[config.mk]
export PLATFORM = sky130hd
export DESIGN_NAME = sorted_priority_queue
export DESIGN_NICKNAME = d
export VERILOG_FILES = /design/src/hw/rtl/spq_pkg.sv /design/src/hw/rtl/spq_ctrl.sv /design/src/hw/rtl/spq_datapath.sv /design/src/hw/rtl/sorted_priority_queue.sv
export SDC_FILE = /design/constraint.sdc
export NUM_CORES = 2
export LEC_CHECK = 0
export BUFFER_PORTS_ARGS = -buffer_cell sky130_fd_sc_hd__buf_2
export CORE_MARGIN = 3
export CORE_UTILIZATION = 50
export DETAILED_ROUTE_END_ITERATION = 8
export HOLD_SLACK_MARGIN = 0.05
export MAX_ROUTING_LAYER = met4
export PLACE_DENSITY = 0.66
export SYNTH_ARGS = -nofsm -noshare
export SYNTH_HDL_FRONTEND = slang
export SYNTH_HIERARCHICAL = 1
export SYNTH_SLANG_ARGS = --single-unit
[constraint.sdc]
create_clock -name i_clk -period 16 [get_ports i_clk]
set_clock_uncertainty 0.1 [all_clocks]
set_input_delay 2.4 -clock i_clk [delete_from_list [all_inputs] [get_ports i_clk]]
set_output_delay 2.4 -clock i_clk [all_outputs]
set_load 0.01 [all_outputs]
[src/hw/rtl/spq_pkg.sv]
`timescale 1ns / 1ps
// ----------------------------------------------------------------------------
// spq_pkg
// Shared types and codes for the sorted priority queue.
// ----------------------------------------------------------------------------
package spq_pkg;

    localparam int DEPTH_DEF = 16;

    localparam logic CMD_INSERT = 1'b0;
    localparam logic CMD_POP    = 1'b1;

    localparam logic [1:0] ST_OK    = 2'd0;
    localparam logic [1:0] ST_FULL  = 2'd1;
    localparam logic [1:0] ST_EMPTY = 2'd2;

    typedef struct packed {
        logic               cmd;
        logic signed [15:0] prio;
        logic        [15:0] tag;
    } t_in_beat;

    typedef struct packed {
        logic signed [15:0] out_prio;
        logic        [15:0] out_tag;
        logic               popped;
        logic        [1:0]  status;
        logic        [4:0]  occupancy;
    } t_out_beat;

    typedef struct packed {
        logic capture;
        logic execute;
    } t_dp_cmd;

    typedef enum logic [1:0] {
        S_IDLE,
        S_EXEC,
        S_RESP
    } t_state;

endpackage

[src/hw/rtl/spq_ctrl.sv]
`timescale 1ns / 1ps
// ----------------------------------------------------------------------------
// spq_ctrl
// Sequencer: capture a beat, run one queue operation, hold the result.
// ----------------------------------------------------------------------------
module spq_ctrl (
    input  logic             i_clk,
    input  logic             i_rst_n,
    input  logic             i_in_valid,
    output logic             o_in_ready,
    output logic             o_out_valid,
    input  logic             i_out_ready,
    output spq_pkg::t_dp_cmd o_cmd
);

    spq_pkg::t_state r_state;
    spq_pkg::t_state n_state;

    always_ff @(posedge i_clk) begin
        if (!i_rst_n) begin
            r_state <= spq_pkg::S_IDLE;
        end else begin
            r_state <= n_state;
        end
    end

    always_comb begin
        n_state = r_state;
        case (r_state)
            spq_pkg::S_IDLE: begin
                if (i_in_valid) begin
                    n_state = spq_pkg::S_EXEC;
                end
            end
            spq_pkg::S_EXEC: begin
                n_state = spq_pkg::S_RESP;
            end
            spq_pkg::S_RESP: begin
                if (i_out_ready) begin
                    n_state = spq_pkg::S_IDLE;
                end
            end
            default: begin
                n_state = spq_pkg::S_IDLE;
            end
        endcase
    end

    always_comb begin
        o_in_ready    = 1'b0;
        o_out_valid   = 1'b0;
        o_cmd.capture = 1'b0;
        o_cmd.execute = 1'b0;
        case (r_state)
            spq_pkg::S_IDLE: begin
                o_in_ready    = 1'b1;
                o_cmd.capture = i_in_valid;
            end
            spq_pkg::S_EXEC: begin
                o_cmd.execute = 1'b1;
            end
            spq_pkg::S_RESP: begin
                o_out_valid = 1'b1;
            end
            default: begin
                o_in_ready = 1'b0;
            end
        endcase
    end

endmodule

[src/hw/rtl/spq_datapath.sv]
`timescale 1ns / 1ps
// ----------------------------------------------------------------------------
// spq_datapath
// Row of compare-and-shift cells holding entries in ascending priority order.
// ----------------------------------------------------------------------------
module spq_datapath #(
    parameter int DEPTH = spq_pkg::DEPTH_DEF
) (
    input  logic               i_clk,
    input  logic               i_rst_n,
    input  spq_pkg::t_dp_cmd   i_cmd,
    input  spq_pkg::t_in_beat  i_in_data,
    output spq_pkg::t_out_beat o_out_data
);

    localparam int CW = $clog2(DEPTH + 1);

    spq_pkg::t_in_beat  r_op;
    spq_pkg::t_out_beat r_out;
    spq_pkg::t_out_beat n_out;
    logic [CW-1:0]      r_count;
    logic [CW-1:0]      n_count;

    logic signed [15:0] r_cell_prio [DEPTH];
    logic        [15:0] r_cell_tag  [DEPTH];
    logic [DEPTH-1:0]   w_le;
    logic               w_full;
    logic               w_empty;
    logic               w_do_ins;
    logic               w_do_pop;

    assign w_full   = (r_count == CW'(DEPTH));
    assign w_empty  = (r_count == '0);
    assign w_do_ins = i_cmd.execute && (r_op.cmd == spq_pkg::CMD_INSERT) && !w_full;
    assign w_do_pop = i_cmd.execute && (r_op.cmd == spq_pkg::CMD_POP) && !w_empty;

    always_comb begin
        for (int i = 0; i < DEPTH; i++) begin
            w_le[i] = (CW'(i) < r_count) && (r_cell_prio[i] <= r_op.prio);
        end
    end

    for (genvar g = 0; g < DEPTH; g++) begin : g_cell
        logic signed [15:0] n_prio;
        logic        [15:0] n_tag;

        always_comb begin
            n_prio = r_cell_prio[g];
            n_tag  = r_cell_tag[g];
            if (w_do_ins && !w_le[g]) begin
                if (g == 0) begin
                    n_prio = r_op.prio;
                    n_tag  = r_op.tag;
                end else if (w_le[(g == 0) ? 0 : g - 1]) begin
                    n_prio = r_op.prio;
                    n_tag  = r_op.tag;
                end else begin
                    n_prio = r_cell_prio[(g == 0) ? 0 : g - 1];
                    n_tag  = r_cell_tag[(g == 0) ? 0 : g - 1];
                end
            end else if (w_do_pop && (g < DEPTH - 1)) begin
                n_prio = r_cell_prio[(g < DEPTH - 1) ? g + 1 : g];
                n_tag  = r_cell_tag[(g < DEPTH - 1) ? g + 1 : g];
            end
        end

        always_ff @(posedge i_clk) begin
            r_cell_prio[g] <= n_prio;
            r_cell_tag[g]  <= n_tag;
        end
    end

    always_comb begin
        n_count        = r_count;
        n_out.out_prio = '0;
        n_out.out_tag  = '0;
        n_out.popped   = 1'b0;
        n_out.status   = spq_pkg::ST_OK;
        if (r_op.cmd == spq_pkg::CMD_INSERT) begin
            if (w_full) begin
                n_out.status = spq_pkg::ST_FULL;
            end else begin
                n_count = r_count + 1'b1;
            end
        end else begin
            if (w_empty) begin
                n_out.status = spq_pkg::ST_EMPTY;
            end else begin
                n_out.out_prio = r_cell_prio[0];
                n_out.out_tag  = r_cell_tag[0];
                n_out.popped   = 1'b1;
                n_count        = r_count - 1'b1;
            end
        end
        n_out.occupancy = 5'(n_count);
    end

    always_ff @(posedge i_clk) begin
        if (!i_rst_n) begin
            r_count <= '0;
        end else if (i_cmd.execute) begin
            r_count <= n_count;
        end
    end

    always_ff @(posedge i_clk) begin
        if (i_cmd.capture) begin
            r_op <= i_in_data;
        end
        if (i_cmd.execute) begin
            r_out <= n_out;
        end
    end

    assign o_out_data = r_out;

endmodule

[src/hw/rtl/sorted_priority_queue.sv]
`timescale 1ns / 1ps
// ----------------------------------------------------------------------------
// sorted_priority_queue
// Bounded priority queue of (priority, tag) entries, smallest priority first.
// ----------------------------------------------------------------------------
// channel | direction | handshake                | payload
// in      | input     | i_in_valid / o_in_ready  | i_in_data  (cmd, prio, tag)
// out     | output    | o_out_valid / i_out_ready| o_out_data (prio, tag, flags)
//
// Each beat passes through capture, one insert or pop across the cell row,
// and a result state; the result holds until taken. The next beat is accepted
// in the cycle after the result leaves. Reset empties the queue by clearing its count.
// ----------------------------------------------------------------------------
module sorted_priority_queue #(
    parameter int DEPTH = spq_pkg::DEPTH_DEF
) (
    input  logic               i_clk,
    input  logic               i_rst_n,
    input  logic               i_in_valid,
    output logic               o_in_ready,
    input  spq_pkg::t_in_beat  i_in_data,
    output logic               o_out_valid,
    input  logic               i_out_ready,
    output spq_pkg::t_out_beat o_out_data
);

    spq_pkg::t_dp_cmd w_cmd;

    spq_ctrl u_ctrl (
        .i_clk       (i_clk),
        .i_rst_n     (i_rst_n),
        .i_in_valid  (i_in_valid),
        .o_in_ready  (o_in_ready),
        .o_out_valid (o_out_valid),
        .i_out_ready (i_out_ready),
        .o_cmd       (w_cmd)
    );

    spq_datapath #(
        .DEPTH (DEPTH)
    ) u_datapath (
        .i_clk      (i_clk),
        .i_rst_n    (i_rst_n),
        .i_cmd      (w_cmd),
        .i_in_data  (i_in_data),
        .o_out_data (o_out_data)
    );

    a_no_overlap: assert property (@(posedge i_clk) disable iff (!i_rst_n)
        !(o_in_ready && o_out_valid))
        else $error("input accepted while a result is pending");

    a_accept_blocks: assert property (@(posedge i_clk) disable iff (!i_rst_n)
        (i_in_valid && o_in_ready) |=> !o_in_ready)
        else $error("second beat accepted during an operation");

    a_pop_ok: assert property (@(posedge i_clk) disable iff (!i_rst_n)
        (o_out_valid && o_out_data.popped) |-> (o_out_data.status == spq_pkg::ST_OK))
        else $error("popped entry with error status");

    a_zero_payload: assert property (@(posedge i_clk) disable iff (!i_rst_n)
        (o_out_valid && !o_out_data.popped)
            |-> (o_out_data.out_prio == '0 && o_out_data.out_tag == '0))
        else $error("nonzero payload without a popped entry");

endmodule

==> results.tsv <==
stage	metric	value	unit
global_route	initial antenna violation count	0	
logic_synthesis	FF+latch count, synth	592	
detailed_routing	Detail Route Antenna Nets	0	
cts	H-tree depth	3	
logic_synthesis	number of flops mapped to enable cells by yosys	585	
power	total power divided by cell area	104	nW/um^2
logic_synthesis	register area share after synthesis	0.512	
power	sequential share of power	0.478	
critical_path	CP Class	register to register	
logic_synthesis	Synth Flop Type	edfxtp_1	
power	Pint	2.92	mW
detailed_routing	WL/cell	22.8	um
worst_hold_path	worst min path class	register to register	
power	clock share of power	0.400	
cts	clock sinks	592	
placement	DP Wirelength	65300	um
cts	Post-CTS Setup Bufs	0	
cts	clock root cell	clkbuf_16	
detailed_routing	vias	24687	
critical_path	Data arrival, critical path	5770	ps
power	maximum vdd drop	92.8	uV
floorplan	chip height	269	um
cells_and_area	Final Core Density	0.563	
cts	CTS buffer count	69	
logic_synthesis	Synth Area per Inst	11.3	um^2
logic_synthesis	top cell type's share of synthesized area	0.508	
cells_and_area	count of nets after finishing	3374	
cts	CTS tree	yes	
outcome	status	finished, final reports clean	
sta	Slew Viols, Final	0	
floorplan	initial core utilization	0.509	
cts	clk_lat worst skew	630	ps
floorplan	I/O pins	79	
logic_synthesis	Syn. warnings	6	
logic_synthesis	asr flop ratio synth	0	
floorplan	Std-Cell Rows	95	
placement	Post-Place Cells	3928	
cells_and_area	share of cells above drive strength 1	0.117	
sta	Final WS setup	10430	ps
sta	f_max	180	MHz
logic_synthesis	Synth area leaders	edfxtp_1 (51%), mux2i_1 (12%), ha_1 (9.4%), nand2_1 (4.1%), a21oi_1 (3.4%)	
run	Max Cap Viol	0	
cts	Reg clk slew, reported paths	60	ps
power	Static Leak	14.8	nW
sta	slew margin rel.	0.213	
cts	Resize count post-CTS	0	
detailed_routing	DRC viols	0	
cts	CTS Hold Bufs	0	
sta	worst hold slack	452	ps
global_route	pin count of the biggest net entering global routing	66	
logic_synthesis	Netlist cell types	74	
cells_and_area	Layout area overhead	10.6	%
placement	GP Congestion	0.883	
sta	RSZ-0062 raised after global routing	false	
critical_path	Worst R2R Setup Slack	10430	ps
global_route	grt ovf	0	
global_route	Tot GR Track Use	0.263	
global_route	first-pass GRT wire length	143000	um
logic_synthesis	post-synth top area cell	edfxtp_1	
logic_synthesis	Mapped Area	34600	um^2
cells_and_area	Non-Filler Instances	4054	
sta	setup_tns	0	ps
floorplan	core area	67900	um^2
detailed_routing	initial drt markers	1663	
sta	final setup fails	0	
sta	Period Utilization, post-route	0.348	
sta	Tightest Pin Transition	1180	ps
placement	dpl ws	10500	ps
cells_and_area	fill count	5755	
power	sw frac	0.264	
critical_path	Worst EP required	16200	ps
cells_and_area	number of antenna diodes	0	
logic_synthesis	Synth Net Count	3350	
global_route	vias in the first global route	25501	
logic_synthesis	cells after synthesis	3054	
sta	min Tclk post-route	5570	ps
detailed_routing	Avg Vias per Cell	6.09	
critical_path	Critical Path Source Type	register	
power	Power, Total	3.96	mW
detailed_routing	drt pass-1 iters	5	
placement	Cell Area, Placed	36000	um^2
floorplan	Die Footprint	72300	um^2
detailed_routing	WL final	92600	um
critical_path	Critical Path Fanout Max	33	
critical_path	Worst setup EP type	register	
sta	Hold Vio Cnt, Final	0	
power	P_sw	1.05	mW
cts	CTS Buffer Depth	3	
floorplan	die width	269	um
cells_and_area	Final Cell Area	38200	um^2
power	power share of the combinational group	0.122	
placement	Port Buf Inserts	78	
-- cell usage after synthesis (all sizes together), types with 5 or more instances --
library cell / instances
nor3: 7
nand4: 48
clkbuf: 114
or3: 9
and4: 6
inv: 48
mux2i: 419
ha: 259
mux2: 112
a21o: 23
nor4: 5
nand2b: 13
dfxtp: 7
buf: 79
edfxtp: 585
nand2: 378
nand3: 20
a21oi: 235
o21a: 13
a211oi: 11
and2: 41
nor2: 171
nor2b: 24
o21ai: 339
o211ai: 15
-- power by group through the flow --
stage                     logic [mW]  registers, mW  clock network [mW]
after detailed placement       0.478           1.93                   0
after global placement         0.458           1.92                   0
final                          0.484           1.89                1.58
after global routing           0.543           1.90                1.67
after floorplan                0.338           1.89                   0
after CTS                      0.481           1.89                1.62
-- area by class of cell --
cell class | count | area (um^2) | area share
Timing Repair Buffer | 146 | 901 | 0.0236
Inverter | 48 | 180 | 0.00471
Tap cell | 921 | 1150 | 0.0301
Multi-Input combinational cell | 2221 | 16000 | 0.419
Sequential cell | 592 | 17700 | 0.463
Clock inverter | 42 | 430 | 0.0113
Clock buffer | 84 | 1840 | 0.0480
-- final timing paths --
check	cells past startpoint	to	startpoint
max	12	u_datapath/r_cell_prio[0][5]$_DFFE_PP_	u_datapath/r_op[29]$_DFFE_PP_
min	1	u_datapath/r_cell_tag[1][98]$_DFFE_PP_	u_datapath/r_cell_tag[1][114]$_DFFE_PP_
min reg2reg	1	u_datapath/r_cell_tag[1][98]$_DFFE_PP_	u_datapath/r_cell_tag[1][114]$_DFFE_PP_
max reg2reg	12	u_datapath/r_cell_prio[0][5]$_DFFE_PP_	u_datapath/r_op[29]$_DFFE_PP_
-- cells by family (layout without fill, tap and decap cells) --
family	after synthesis	count (layout)	synth area share
adders and majority gates	259	259	0.0937
AOI/OAI and AO/OA	688	688	0.110
and+or+nand+nor	737	737	0.0940
muxes	531	531	0.158
DFF	592	592	0.512
xor gates and xnor gates	6	6	0.00152
buffers and inverters	241	320	0.0304
-- routing by layer --
metal | vias up | part of all wire | global-route usage
met5 | - | 0 | -
met4 | 0 | 0.028 | 0.0825
met3 | 167 | 0.048 | 0.0301
met2 | 700 | 0.48 | 0.426
met1 | 12349 | 0.44 | 0.349
li1 | 11471 | - | -
-- worst max-delay path, stage by stage (launching register included) --
cell	delay, ps
edfxtp_1	730
inv_1	520
ha_1	460
nand4_1	160
nor4_1	430
o21ai_1	160
a31oi_1	260
a2bb2oi_4	160
buf_4	570
nand2b_1	340
buf_4	480
nand2_1	420
buf_4	420
-- sequential cells by signal, summed over array words and instances, names as in the netlist --
| register | flops |
|---|---|
| u_datapath/r_cell_prio | 256 |
| u_datapath/r_cell_tag | 256 |
| u_datapath/o_out_data | 40 |
| u_datapath/r_op | 33 |
| u_datapath/r_count | 5 |
| u_ctrl/r_state | 2 |
-- cell usage in the layout (no fill, tap or decap), drive strengths merged, types with 4 or more instances in the layout --
cell type and count:
a21oi 235, dfxtp 7, a31oi 4, nand3b 4, a221o 4, o21ai 339
clkinv 32, o211ai 15, mux2i 419, ha 259, nor3 7, a211oi 11
bufinv 6, xnor2 4, o21a 13, a2bb2oi 4, nor4 5, edfxtp 585
nor2b 24, buf 146, inv 49, nand2 378, a21o 23, clkbuf 84
o41ai 4, nand3 20, or3 9, nand2b 13, nor2 171, and4 6
nand4 48, mux2 112, and2 41
Note: power is estimated with default switching activity, not from simulation.
